File: src/rtl/core/ild_pkg.sv
`timescale 1ns / 1ps
`default_nettype none
package ild_pkg;

    localparam int WindowDepthDefault = 8192;

    typedef enum logic [1:0] {
        CMD_FEED    = 2'd0,
        CMD_REQUEST = 2'd1,
        CMD_RESTART = 2'd2,
        CMD_NONE    = 2'd3
    } cmd_t;

    typedef enum logic [1:0] {
        ST_OK   = 2'd0,
        ST_MORE = 2'd1,
        ST_DONE = 2'd2,
        ST_ERR  = 2'd3
    } status_t;

    typedef enum logic [2:0] {
        PH_INIT  = 3'd0,
        PH_FLAG  = 3'd1,
        PH_LIT   = 3'd2,
        PH_MATCH = 3'd3,
        PH_COPY  = 3'd4,
        PH_ERR   = 3'd5
    } phase_t;

    // Controller states.
    typedef enum logic [3:0] {
        S_IDLE,
        S_DISPATCH,
        S_INIT,
        S_SAVE,
        S_FLAG,
        S_LIT_CODE,
        S_MLEN_PFX,
        S_MLEN_EXT,
        S_DIST_PFX,
        S_DIST_EXT,
        S_SHORT_SEL,
        S_SHORT_EXT,
        S_FINISH,
        S_READ,
        S_EMIT
    } ctrl_state_t;

    // Datapath operation selected by the controller in each cycle.
    typedef enum logic [3:0] {
        OP_NONE,
        OP_FEED,
        OP_RESTART,
        OP_LOAD_FIRST,
        OP_SAVE,
        OP_FLAG_BIT,
        OP_LIT_BITS,
        OP_MLEN_BIT,
        OP_MLEN_BITS,
        OP_DIST_BIT,
        OP_DIST_BITS,
        OP_SHORT_BIT,
        OP_SHORT_BITS,
        OP_FINISH,
        OP_READ,
        OP_EMIT
    } dp_op_t;

    typedef struct packed {
        dp_op_t op;
    } dp_cmd_t;

    typedef struct packed {
        logic    starved;     // a bit read since the save found no control word
        logic    bits_done;   // a multi-bit field is complete
        logic    bit_val;     // value of the bit just read
        logic    lit_more;    // literal escape code needs the next table row
        logic    mlen_stop;   // match length prefix is complete
        logic    len_zero;    // match length value (base plus extra) is zero
        logic    dist_stop;   // distance prefix is complete
        logic    queue_full;
        logic    queue_empty;
        logic    left_zero;
        logic    literal;
        phase_t  phase;
        status_t fin_status;
    } dp_status_t;

    function automatic logic [3:0] lit_bits_f(input logic [2:0] t);
        case (t)
            3'd0: lit_bits_f = 4'd1;
            3'd1: lit_bits_f = 4'd2;
            3'd2: lit_bits_f = 4'd2;
            3'd3: lit_bits_f = 4'd3;
            3'd4: lit_bits_f = 4'd8;
            default: lit_bits_f = 4'd15;
        endcase
    endfunction

    function automatic logic [15:0] lit_max_f(input logic [2:0] t);
        case (t)
            3'd0: lit_max_f = 16'd1;
            3'd1: lit_max_f = 16'd3;
            3'd2: lit_max_f = 16'd3;
            3'd3: lit_max_f = 16'd7;
            3'd4: lit_max_f = 16'd255;
            default: lit_max_f = 16'd32768;
        endcase
    endfunction

    function automatic logic [15:0] lit_base_f(input logic [2:0] t);
        case (t)
            3'd0: lit_base_f = 16'd1;
            3'd1: lit_base_f = 16'd2;
            3'd2: lit_base_f = 16'd5;
            3'd3: lit_base_f = 16'd8;
            3'd4: lit_base_f = 16'd15;
            default: lit_base_f = 16'd270;
        endcase
    endfunction

    function automatic logic [3:0] mlen_extra_f(input logic [2:0] t);
        case (t)
            3'd0: mlen_extra_f = 4'd0;
            3'd1: mlen_extra_f = 4'd0;
            3'd2: mlen_extra_f = 4'd1;
            3'd3: mlen_extra_f = 4'd2;
            default: mlen_extra_f = 4'd10;
        endcase
    endfunction

    function automatic logic [3:0] mlen_base_f(input logic [2:0] t);
        case (t)
            3'd0: mlen_base_f = 4'd0;
            3'd1: mlen_base_f = 4'd1;
            3'd2: mlen_base_f = 4'd2;
            3'd3: mlen_base_f = 4'd4;
            default: mlen_base_f = 4'd8;
        endcase
    endfunction

    function automatic logic [3:0] dist_extra_f(input logic [1:0] t);
        case (t)
            2'd0: dist_extra_f = 4'd8;
            2'd1: dist_extra_f = 4'd5;
            default: dist_extra_f = 4'd12;
        endcase
    endfunction

    function automatic logic [8:0] dist_base_f(input logic [1:0] t);
        case (t)
            2'd0: dist_base_f = 9'd32;
            2'd1: dist_base_f = 9'd0;
            default: dist_base_f = 9'd288;
        endcase
    endfunction

endpackage
`default_nettype wire

File: src/rtl/core/ild_controller.sv
`timescale 1ns / 1ps
`default_nettype none
module ild_controller
    import ild_pkg::*;
(
    input  wire logic       aclk,
    input  wire logic       aresetn,
    input  wire logic       s_valid,
    output logic            s_ready,
    input  wire logic [1:0] s_cmd,
    output logic            m_valid,
    input  wire logic       m_ready,
    output logic [1:0]      m_status,
    output logic            m_emit,
    output dp_cmd_t         cmd,
    input  wire dp_status_t st
);
    ctrl_state_t state_reg, state_next;
    logic        m_valid_reg, m_valid_next;
    logic [1:0]  m_status_reg, m_status_next;
    logic        m_emit_reg, m_emit_next;
    logic        bit_read;

    assign s_ready  = (state_reg == S_IDLE) && !m_valid_reg;
    assign m_valid  = m_valid_reg;
    assign m_status = m_status_reg;
    assign m_emit   = m_emit_reg;
    assign bit_read = st.bits_done;

    // Next state and result register.
    always_comb begin
        state_next = state_reg;
        m_valid_next = m_valid_reg && !m_ready;
        m_status_next = m_status_reg;
        m_emit_next = m_emit_reg;
        unique case (state_reg)
            S_IDLE: begin
                if (s_valid && s_ready && cmd_t'(s_cmd) == CMD_REQUEST) state_next = S_DISPATCH;
            end
            S_DISPATCH: begin
                if (st.phase == PH_ERR || st.left_zero) begin
                    m_valid_next = 1'b1; m_emit_next = 1'b0;
                    m_status_next = st.phase == PH_ERR ? ST_ERR : ST_DONE;
                    state_next = S_IDLE;
                end else begin
                    unique case (st.phase)
                        PH_INIT: begin
                            if (!st.queue_full) begin
                                m_valid_next = 1'b1; m_emit_next = 1'b0;
                                m_status_next = ST_MORE; state_next = S_IDLE;
                            end else begin
                                state_next = S_INIT;
                            end
                        end
                        PH_FLAG, PH_MATCH: state_next = S_SAVE;
                        PH_LIT: begin
                            if (st.queue_empty) begin
                                m_valid_next = 1'b1; m_emit_next = 1'b0;
                                m_status_next = ST_MORE; state_next = S_IDLE;
                            end else begin
                                state_next = S_EMIT;
                            end
                        end
                        PH_COPY: state_next = S_READ;
                        default: state_next = S_IDLE;
                    endcase
                end
            end
            S_INIT: state_next = S_DISPATCH;
            S_SAVE: state_next = (st.phase == PH_FLAG) ? S_FLAG : S_MLEN_PFX;
            S_FLAG: state_next = S_LIT_CODE;
            S_LIT_CODE: begin
                if (!st.literal) state_next = S_MLEN_PFX;
                else if (bit_read && !st.lit_more) state_next = S_FINISH;
            end
            S_MLEN_PFX: if (st.mlen_stop) state_next = S_MLEN_EXT;
            S_MLEN_EXT: if (bit_read) state_next = S_SHORT_SEL;
            S_SHORT_SEL: state_next = st.len_zero ? S_SHORT_EXT : S_DIST_PFX;
            S_DIST_PFX: if (st.dist_stop) state_next = S_DIST_EXT;
            S_DIST_EXT: if (bit_read) state_next = S_FINISH;
            S_SHORT_EXT: if (bit_read) state_next = S_FINISH;
            S_FINISH: begin
                if (st.fin_status != ST_OK) begin
                    m_valid_next = 1'b1; m_emit_next = 1'b0;
                    m_status_next = st.fin_status; state_next = S_IDLE;
                end else begin
                    state_next = S_DISPATCH;
                end
            end
            S_READ: state_next = S_EMIT;
            S_EMIT: begin
                m_valid_next = 1'b1; m_emit_next = 1'b1;
                m_status_next = ST_OK; state_next = S_IDLE;
            end
            default: state_next = S_IDLE;
        endcase
    end

    // Datapath commands.
    always_comb begin
        cmd.op = OP_NONE;
        unique case (state_reg)
            S_IDLE: begin
                if (s_valid && s_ready) begin
                    unique case (cmd_t'(s_cmd))
                        CMD_FEED:    cmd.op = OP_FEED;
                        CMD_RESTART: cmd.op = OP_RESTART;
                        default:     cmd.op = OP_NONE;
                    endcase
                end
            end
            S_INIT:      cmd.op = OP_LOAD_FIRST;
            S_SAVE:      cmd.op = OP_SAVE;
            S_FLAG:      cmd.op = OP_FLAG_BIT;
            S_LIT_CODE:  cmd.op = st.literal ? OP_LIT_BITS : OP_NONE;
            S_MLEN_PFX:  cmd.op = st.mlen_stop ? OP_NONE : OP_MLEN_BIT;
            S_MLEN_EXT:  cmd.op = OP_MLEN_BITS;
            S_SHORT_SEL: cmd.op = st.len_zero ? OP_SHORT_BIT : OP_DIST_BIT;
            S_DIST_PFX:  cmd.op = st.dist_stop ? OP_NONE : OP_DIST_BIT;
            S_DIST_EXT:  cmd.op = OP_DIST_BITS;
            S_SHORT_EXT: cmd.op = OP_SHORT_BITS;
            S_FINISH:    cmd.op = OP_FINISH;
            S_READ:      cmd.op = OP_READ;
            S_EMIT:      cmd.op = OP_EMIT;
            default:     cmd.op = OP_NONE;
        endcase
    end

    always_ff @(posedge aclk) begin
        if (!aresetn) begin
            state_reg <= S_IDLE;
            m_valid_reg <= 1'b0;
            m_status_reg <= ST_OK;
            m_emit_reg <= 1'b0;
        end else begin
            state_reg <= state_next;
            m_valid_reg <= m_valid_next;
            m_status_reg <= m_status_next;
            m_emit_reg <= m_emit_next;
        end
    end
endmodule
`default_nettype wire

File: config.mk
export PLATFORM = sky130hd
export DESIGN_NAME = ild_controller
export DESIGN_NICKNAME = d
export VERILOG_FILES = /design/src/rtl/core/ild_pkg.sv /design/src/rtl/core/ild_controller.sv
export SDC_FILE = /design/constraint.sdc
export NUM_CORES = 1
export LEC_CHECK = 0
export BUFFER_PORTS_ARGS = -buffer_cell sky130_fd_sc_hd__clkbuf_2
export CORE_ASPECT_RATIO = 1.2
export CORE_MARGIN = 5
export CORE_UTILIZATION = 40
export CTS_CLUSTER_SIZE = 10
export DETAILED_ROUTE_END_ITERATION = 10
export PLACE_DENSITY = 0.67
export SLEW_MARGIN = 20
export SYNTH_ARGS = -nofsm -noshare
export SYNTH_HDL_FRONTEND = slang
export SYNTH_SLANG_ARGS = --single-unit
File: constraint.sdc
create_clock -name aclk -period 5.6 [get_ports aclk]
set_clock_uncertainty 0.2 [all_clocks]
set_input_delay 1.12 -clock aclk [delete_from_list [all_inputs] [get_ports aclk]]
set_output_delay 1.12 -clock aclk [all_outputs]
set_load 0.01 [all_outputs]
==> After elaboration in Yosys (flattened, before gate mapping) <==
Index checks and enable logic that the tools add are counted.
{ "totals": {"register_bits": 8, "inputBits": 22, "out_inout_bits": 9, "word_cells": 94} }
{ "classes": {"n_eq_ne": 31, "muxes": 41, "reduce_logical": 18} }
{ "ops": {"columns": ["cell", "n"], "rows": [
  ["$pmux 4 s14", 1],
  ["$pmux 4 s13", 1],
  ["$mux 4", 10],
  ["$eq 4x4->1 const B", 7],
  ["$mux 2", 9],
  ["$eq 4x3->1 const B", 4],
  ["$pmux 4 s4", 1],
  ["$mux 1", 10],
  ["$eq 4x2->1 const B", 2],
  ["$ne 2x2->1 const B", 4],
  ["$ne 4x4->1 const B", 2],
  ["$pmux 2 s2", 2],
  ["$eq 3x2->1 const B", 2],
  ["$eq 3x3->1 const B", 2],
  ["$mux 3", 2],
  ["$pmux 1 s3", 2],
  ["$pmux 2 s3", 1],
  ["$reduce_and 6->1", 1],
  ["$logic_and 1x1->1", 5],
  ["$reduce_and 5->1", 1],
  ["$eq 4x1->1 const B", 1],
  ["$logic_not 4->1", 1],
  ["$ne 2x1->1 const B", 2],
  ["$ne 4x3->1 const B", 1],
  ["other kinds (12)", 16]
]} }

==> Depth between registers and ports, before layout <==
Gate-level depths: netlist (run 1).
{ "depth": {"depth_word": 6, "depth_mapped": 6, "ltp_nobuf": 5} }

==> Worst setup path after synthesis (run 1) <==
Ideal clock, no wire load.
{ "synth_path": {"kind": "in2out", "from": "input st[9] in the netlist's numbering", "to": "output cmd[0] in the netlist's numbering", "t_arrival_ns": 1.609, "required_ns": 4.280, "path_slack_ns": 2.671, "cell_stages": 3, "n_path_buf": 0, "path_cell_list": "nor4b_1 > o21bai_1 > o211ai_1"} }
{ "synth_lines": {"columns": ["element", "line", "text"], "rows": [
  ["from (decl)", "ild_controller.sv:16", "input wire dp_status_t st"],
  ["to (decl)", "ild_controller.sv:15", "output dp_cmd_t cmd,"]
]} }

==> results of run 1 <==
[critical path, cell delays in order (launching register included)]
cell and delay (ps):
dfxtp_1 520, or2_1 400, nor4_1 280, nand3b_1 150, o221ai_1 190, clkbuf_2 170
[layout by cell type, fill, tap and decap left out, types with 2 or more instances in the layout]
master,netlist,layout
o22ai_1,2,2
clkbuf_2,0,28
nor4_1,3,3
a21oi_1,10,10
o31ai_1,2,2
dfxtp_1,8,8
nand2_1,8,8
inv_1,5,5
o311a_1,2,2
o221a_1,2,2
and2_4,2,2
nand3b_1,3,3
nor2b_1,5,5
nor2_1,13,13
nand2b_1,7,7
a31oi_1,2,2
clkbuf_4,0,3
nor3_1,3,3
a211oi_1,3,3
o21ai_0,9,9
nor4bb_1,3,3
nor3b_1,3,3
[layout make-up]
| type | instances | area share, % |
|---|---|---|
| Clock buffer | 3 | 2.30 |
| Inverter | 5 | 1.92 |
| Multi-Input combinational cell | 98 | 62.5 |
| Sequential cell | 8 | 16.4 |
| Tap cell | 20 | 2.56 |
| Timing Repair Buffer | 28 | 14.3 |
[power by group]
part           leakage (nW)  total, mW  internal, mW  switching, mW
logic                 0.336      0.207         0.107         0.0999
registers            0.0656      0.124        0.0735         0.0506
clock network        0.0138     0.0420        0.0244         0.0177
[how the worst max path moves through the flow]
stage / cells past startpoint / from / slack, ps / endpoint
5_1_grt: 5 / state_reg[1] / 2050 / cmd[1]
3_5_place_dp: 5 / st[11] / 2380 / cmd[0]
4_1_cts: 5 / state_reg[1] / 2300 / cmd[1]
6_report: 5 / state_reg[1] / 2310 / cmd[1]
3_3_place_gp: 5 / st[11] / 2420 / cmd[0]
2_1_floorplan: 3 / st[9] / 2670 / cmd[0]
[layer usage]
layer	global-route usage [%]	share of wire, %	wire length (um)
met5	0	0	0
met3	3.74	6.9	157
met4	6.37	1.7	39
met2	26.2	47	1070
met1	19.2	44	1000
[cells by family after synthesis]
group / count (synthesis) / synth area share, %
AO/OA/AOI/OAI: 41 / 33.5
AND/OR/NAND/NOR: 57 / 40.5
flip-flops: 8 / 19.4
buffers and inverters: 14 / 6.67
==> flow_metrics.py, run 1 <==
metrics = {
    "placed_design": {
        "place.port_buffers": 28,
        "gp_congestion": 0.834,
        "hpwl_um": 1710,
        "post-place-ws_ps": 2380,
        "dp_cells": 159,
        "placed_cell_area_sq_um": 955,
    },
    "global_routing": {
        "grt_max_degree": 24,
        "overflow": 0,
        "antenna_found_initial": 0,
        "grt_pass1_vias": 905,
        "grt_pass1_wl_um": 3820,
        "grt_util_all_layers_pct": 15.7,
    },
    "timing": {
        "setup_ws_ps": 2310,
        "final_hold_viol_count": 0,
        "hold_ws_ps": 274,
        "max_freq_mhz": 304,
        "period_needed_ps": 3290,
        "finalSetupTns_ps": 0,
        "worst_pin_slew_ps": 689,
        "slew_headroom_pct": 53.9,
        "final_max_slew_viol_count": 0,
        "grt_setup_unrepaired": "no",
        "fin_crit_sh_pct": 58.8,
        "setup_viol": 0,
    },
    "critical_path": {
        "crit_path_max_fanout": 22,
        "critPathKind": "flip-flop to output pin",
        "reg2reg_slack_ps": 3270,
        "r2r-end": "m_status[1]",
        "cp-start-kind": "flip-flop",
        "end_kind": "output pin",
        "arrival_ps": 1970,
        "reg2reg_depth": 4,
        "cp.required_ps": 4280,
        "r2r_start": "state_reg[1]",
    },
    "die": {
        "ios": 31,
        "start_util_pct": 40.7,
        "rows": 18,
        "dieArea_sq_um": 3080,
        "die_h_um": 59.8,
        "core_area_sq_um": 2030,
        "die_x_um": 51.5,
    },
    "cts": {
        "ctsLongestPathBuffers": 2,
        "postCtsSetupBuffers": 0,
        "cts_resized": 0,
        "h-tree-depth": 1,
        "clock_latency_ps": 250,
        "cts-root-buf": "clkbuf_4",
        "cts_made_buffers": 3,
        "clkTransAtPathRegs_ps": 50,
        "cts_sinks": 8,
        "cts_tree": "built",
        "postCtsHoldBufs": 0,
    },
    "power": {
        "vdd_drop_max_mv": 0.203,
        "powerDensity_nw_per_um2": 381,
        "p_leak_nw": 0.416,
        "power_mw": 0.373,
    },
    "routing": {
        "viasPerCell": 6.03,
        "num_vias": 977,
        "ant_nets": 0,
        "drc": 0,
        "wl_um": 2270,
        "firstDrtPassIters": 4,
        "wire_per_inst_um": 14.0,
        "drtIter0Drc": 12,
    },
    "synthesis": {
        "async_flop_share_pct": 0,
        "synthTopCellsByCount": "13 x nor2_1, 10 x a21oi_1, 9 x o21ai_0",
        "synth_area_leaders": "dfxtp_1 19%, a21oi_1 6.1%, nor2_1 5.9%",
        "synth_edf_count": 0,
        "ys.flop_type": "dfxtp_1",
        "ys_seq_area_share_pct": 19.4,
        "synth_most_common_cell": "nor2_1",
        "synth_top_area_share_pct": 19.4,
        "synthCells": 120,
        "syn_area_per_cell_sq_um": 6.88,
        "ys_ff_latch": 8,
        "synth_top_area_cell": "dfxtp_1",
        "syn_nets": 142,
        "ys_types": 39,
        "synth_area_sq_um": 826,
        "ys_warn_count": 0,
    },
    "status": {
        "status": "finished, final reports clean",
    },
    "cells_and_area": {
        "drive_gt1_share_pct": 23.9,
        "num-nets-final": 166,
        "largest_register_ff_count": 4,
        "final_cells": 162,
        "seqCellArea_sq_um": 160,
        "fillers": 222,
        "n_antenna_cell": 0,
        "syn2layout_area_growth_pct": 18.3,
        "multi_input_area_sq_um": 611,
        "finish.utilization_pct": 48.2,
        "fin_area_sq_um": 977,
    },
    "run": {
        "drv_cap": 0,
    },
    "hold_path": {
        "min_path_cells": 2,
        "hp-start": "m_emit",
        "holdPathEnd": "m_emit",
        "hold_class": "flip-flop to flip-flop",
    },
}
(Power assumes the default switching activity.)
==> run 2: changes to the inputs <==
==> constraint.sdc (replaced) <==
create_clock -name aclk -period 3.4 [get_ports aclk]
set_clock_uncertainty 0.2 [all_clocks]
set_input_delay 0.68 -clock aclk [delete_from_list [all_inputs] [get_ports aclk]]
set_output_delay 0.68 -clock aclk [all_outputs]
set_load 0.01 [all_outputs]
==> run 2 against run 1 <==
Power rose by 69%. Critical path depth fell by 1. First-iteration DRC count rose by 8.3%. Global-route usage fell by 0.63 points. Register-to-register slack got worse by 2100 ps. Worst hold slack got worse by 8.3 ps. Core utilization rose by 0.74 points. Non-clock buffer count rose by 2. Via count fell by 0.72%. Sequential power rose by 37%. Setup slack got worse by 1500 ps. Critical endpoint unchanged. Largest cell class unchanged. Highest routed layer unchanged.
==> flow_metrics.py, run 2 (synthesis gave the netlist of run 1 again) <==
metrics = {
    "status": {
        "status": "finished, final reports clean",
    },
    "placed_design": {
        "hpwl_um": 1710,
        "placed_cell_area_sq_um": 970,
        "dp_cells": 161,
        "place.port_buffers": 28,
        "gp_congestion": 0.836,
    },
    "die": {
        "rows": 18,
        "start_util_pct": 40.7,
        "ios": 31,
        "dieArea_sq_um": 3080,
        "die_h_um": 59.8,
        "core_area_sq_um": 2030,
        "die_x_um": 51.5,
    },
    "critical_path": {
        "cp_cell_sequence": "nor4_1 > nand3b_1 > o221ai_1 > clkbuf_2",
        "reg2reg_slack_ps": 1160,
        "slowest_delay_ps": 510,
        "crit_path_max_fanout": 23,
        "arrival_ps": 1750,
        "end_kind": "output pin",
        "cp-start-kind": "flip-flop",
        "cp.required_ps": 2520,
        "critPathKind": "flip-flop to output pin",
        "slowest_stage": "dfxtp_1",
    },
    "cts": {
        "cts-root-buf": "clkbuf_4",
        "cts_tree": "built",
        "clock_latency_ps": 250,
        "postCtsSetupBuffers": 0,
        "clkTransAtPathRegs_ps": 60,
        "cts_sinks": 8,
        "postCtsHoldBufs": 0,
        "cts_resized": 0,
        "ctsLongestPathBuffers": 2,
        "cts_made_buffers": 3,
        "h-tree-depth": 1,
    },
    "timing": {
        "final_max_slew_viol_count": 0,
        "worst_pin_slew_ps": 671,
        "period_needed_ps": 2630,
        "grt_setup_unrepaired": "no",
        "slew_headroom_pct": 55.1,
        "finalSetupTns_ps": 0,
        "final_hold_viol_count": 0,
        "fin_crit_sh_pct": 77.3,
        "hold_ws_ps": 265,
        "setup_viol": 0,
        "max_freq_mhz": 381,
    },
    "cells_and_area": {
        "num-nets-final": 168,
        "fillers": 213,
        "n_antenna_cell": 0,
        "final_cells": 164,
        "syn2layout_area_growth_pct": 20.2,
        "largest_register_ff_count": 4,
        "drive_gt1_share_pct": 25.0,
        "final_cell_mix": "28 x clkbuf_2, 13 x nor2_1, 10 x a21oi_1",
        "layout_commonest_cell": "clkbuf_2",
        "fin_area_sq_um": 992,
    },
    "global_routing": {
        "antenna_found_initial": 0,
        "grt_max_degree": 24,
        "overflow": 0,
        "grt_pass1_vias": 871,
        "grt_pass1_wl_um": 3620,
        "grt_util_all_layers_pct": 15.0,
    },
    "routing": {
        "firstDrtPassIters": 4,
        "viasPerCell": 5.91,
        "wire_per_inst_um": 13.9,
        "drtIter0Drc": 13,
        "num_vias": 970,
        "ant_nets": 0,
        "wl_um": 2280,
        "drc": 0,
    },
    "power": {
        "p_leak_nw": 0.426,
        "vdd_drop_max_mv": 0.393,
        "powerDensity_nw_per_um2": 635,
        "power_mw": 0.630,
    },
    "hold_path": {
        "hold_class": "flip-flop to flip-flop",
    },
    "run": {
        "drv_cap": 0,
    },
}
==> run 2: cell count changes in the layout (fill, tap and decap cells not counted) <==
cell	before	now
buf_4	0	2
==> run 2: power by group <==
part,internal [mW],switching [mW],leakage (nW)
clock network,0.0404,0.0317,0.0138
registers,0.121,0.0489,0.0656
logic,0.184,0.204,0.347
==> run 2: critical path: cells and delay by family (launching register included) <==
family | cells | cell delay (ps)
AND/OR/NAND/NOR | 2 | 620
flip-flops | 1 | 510
AO/OA/AOI/OAI | 1 | 200
buffers and inverters | 1 | 170
==> run 2: final timing paths <==
kind / end / cells after the start / start
hold / removal: m_emit / 2 / m_emit
setup / recovery: cmd[1] / 4 / state_reg[3]
hold reg to reg: m_emit / 2 / m_emit
setup reg to reg: m_status[1] / 5 / state_reg[3]
==> run 2: final cells by class <==
type	instances	area (sq um)	share of cell area, %
multi-input cells	98	611	61.5
repair buffers	30	155	15.6
clock buffers	3	22.5	2.27
flip-flops and latches	8	160	16.1
inverters	5	18.8	1.89
well taps	20	25.0	2.52
==> run 2: layer usage <==
layer | vias to the layer above | track usage [%] | share of wire (%)
li1 | 494 | - | -
met1 | 445 | 18.6 | 45
met2 | 27 | 26.9 | 49
met3 | 4 | 2.00 | 5.4
met4 | 0 | 4.49 | 0.48
met5 | - | 0 | 0
==> run 2: through the flow <==
| step | setup slack, ps | utilization [%] |
|---|---|---|
| after floorplan | 1000 | - |
| after global placement | 942 | 47.8 |
| after detailed placement | 845 | 47.8 |
| after CTS | 765 | 49.0 |
| after global routing | 675 | 49.0 |
| final | 772 | 49.0 |
==> run 3: changes to the inputs <==
==> constraint.sdc (replaced) <==
create_clock -name aclk -period 2.6 [get_ports aclk]
set_clock_uncertainty 0.2 [all_clocks]
set_input_delay 0.52 -clock aclk [delete_from_list [all_inputs] [get_ports aclk]]
set_output_delay 0.52 -clock aclk [all_outputs]
set_load 0.01 [all_outputs]
==> run 3 against run 2 <==
Sequential power increased by 24%. Routed wire length fell by 1.8%. Critical path depth unchanged. Cell area grew 1.5%. Combinational power rose by 36%. Critical endpoint unchanged. Largest cell class unchanged.
==> flow_metrics.py, run 3 (synthesis gave the netlist of run 1 again) <==
metrics = {
    "status": {
        "status": "finished, final reports clean",
    },
    "critical_path": {
        "slowest_stage": "dfxtp_1",
        "cp.buffers_inverters": 1,
        "r2r_start": "state_reg[0]",
        "cp_cell_sequence": "nor4_1 > nand3b_1 > o221ai_1 > clkbuf_2",
        "critPathKind": "flip-flop to output pin",
        "slowest_delay_ps": 470,
        "reg2reg_depth": 4,
        "cp-start-kind": "flip-flop",
        "crit_path_max_fanout": 18,
        "reg2reg_slack_ps": 510,
        "crit_family": "simple AND/OR/NAND/NOR gates",
        "r2r-end": "state_reg[1]",
        "end_kind": "output pin",
        "arrival_ps": 1680,
        "cp.required_ps": 1880,
    },
    "cells_and_area": {
        "final_cell_mix": "28 x clkbuf_2, 13 x nor2_1, 10 x a21oi_1",
        "drive_gt1_share_pct": 26.0,
        "num-nets-final": 170,
        "layout_commonest_cell": "clkbuf_2",
        "final_cells": 166,
        "largest_register_ff_count": 4,
        "syn2layout_area_growth_pct": 22.0,
        "n_antenna_cell": 0,
    },
    "timing": {
        "final_max_slew_viol_count": 0,
        "slew_headroom_pct": 65.3,
        "max_freq_mhz": 416,
        "grt_setup_unrepaired": "no",
        "finalSetupTns_ps": 0,
        "worst_pin_slew_ps": 520,
        "final_hold_viol_count": 0,
        "setup_viol": 0,
        "fin_crit_sh_pct": 92.4,
        "period_needed_ps": 2400,
    },
    "global_routing": {
        "antenna_found_initial": 0,
        "overflow": 0,
        "grt_pass1_wl_um": 3660,
        "grt_max_degree": 22,
        "grt_pass1_vias": 860,
        "grt_util_all_layers_pct": 15.4,
    },
    "routing": {
        "firstDrtPassIters": 4,
        "wire_per_inst_um": 13.5,
        "drc": 0,
        "viasPerCell": 5.69,
        "drtIter0Drc": 15,
        "wl_um": 2240,
        "num_vias": 945,
        "ant_nets": 0,
    },
    "hold_path": {
        "hp-start": "m_emit",
        "hold_class": "flip-flop to flip-flop",
        "holdPathEnd": "m_emit",
        "min_path_cells": 2,
    },
    "power": {
        "p_clk_share_pct": 11.2,
        "p_int_mw": 0.462,
        "vdd_drop_max_mv": 0.402,
        "p_leak_nw": 0.437,
        "p_seq_share_pct": 25.4,
        "swShare_pct": 44.5,
        "comb_power_share_pct": 63.4,
        "powerDensity_nw_per_um2": 826,
        "p_sw_mw": 0.370,
    },
    "cts": {
        "cts_made_buffers": 3,
        "ctsLongestPathBuffers": 2,
        "cts-root-buf": "clkbuf_4",
        "clkTransAtPathRegs_ps": 50,
        "clock_latency_ps": 250,
        "cts_sinks": 8,
        "cts_resized": 0,
        "cts_tree": "built",
        "postCtsHoldBufs": 0,
        "postCtsSetupBuffers": 0,
        "h-tree-depth": 1,
    },
    "die": {
        "start_util_pct": 40.7,
        "ios": 31,
        "rows": 18,
        "die_h_um": 59.8,
        "dieArea_sq_um": 3080,
        "core_area_sq_um": 2030,
        "die_x_um": 51.5,
    },
    "placed_design": {
        "dp_cells": 163,
        "gp_congestion": 0.809,
        "hpwl_um": 1710,
        "place.port_buffers": 28,
    },
    "run": {
        "drv_cap": 0,
    },
}
## run 3: cell count changes in the layout (fill, tap and decap cells not counted), sizes merged
cell	previous run	this run
buf	2	4
## run 3: per-stage QoR
stage / worst slack [ps] / hold WS, ps / utilization (%) / instance area, sq um / power (mW)
global route: 7.55 / 296 / 49.7 / 1010 / 0.912
finish: 198 / 267 / 49.7 / 1010 / 0.832
floorplan: 363 / 280 / - / 826 / 0.588
global placement: 489 / 255 / 48.6 / 985 / 0.729
detailed placement: 472 / 256 / 48.6 / 985 / 0.740
CTS: 183 / 270 / 49.7 / 1010 / 0.842
## run 3: per-layer routing
metal / part of all wire, % / routed length, um / vias up / GRT usage [%]
li1: - / - / 505 / -
met1: 47 / 1050 / 418 / 19.2
met2: 47 / 1060 / 20 / 26.0
met3: 4.6 / 103 / 2 / 2.00
met4: 0.85 / 19 / 0 / 7.49
met5: 0 / 0 / - / 0
## run 3: power groups by stage
| stage | Sequential (mW) | Combinational [mW] | Clock [mW] |
|---|---|---|---|
| floorplan | 0.192 | 0.396 | 0 |
| global placement | 0.211 | 0.519 | 0 |
| detailed placement | 0.212 | 0.527 | 0 |
| CTS | 0.211 | 0.531 | 0.100 |
| global route | 0.218 | 0.585 | 0.108 |
| finish | 0.211 | 0.528 | 0.0936 |
## run 3: cell type report
class	count	area, sq um
sequential	8	160
multi-input combinational	98	611
timing repair buffer	32	170
clock buffer	3	22.5
inverter	5	18.8
tap	20	25.0
fill	224	1020
## run 3: how the worst max path moves through the flow
stage	start	end	slack (ps)	cells after the start
final	state_reg[0]	cmd[1]	200	4
after CTS	state_reg[0]	cmd[1]	180	4
after detailed placement	state_reg[0]	cmd[1]	470	4
after floorplan	state_reg[1]	cmd[1]	360	5
after global routing	state_reg[0]	cmd[1]	8	4
after global placement	state_reg[1]	cmd[1]	490	5
## run 3: worst register-to-register path: stages, from the launching register on
cell,delay [ps]
dfxtp_1,640
nand2b_1,170
or3_1,370
o311a_1,350
a211oi_1,260
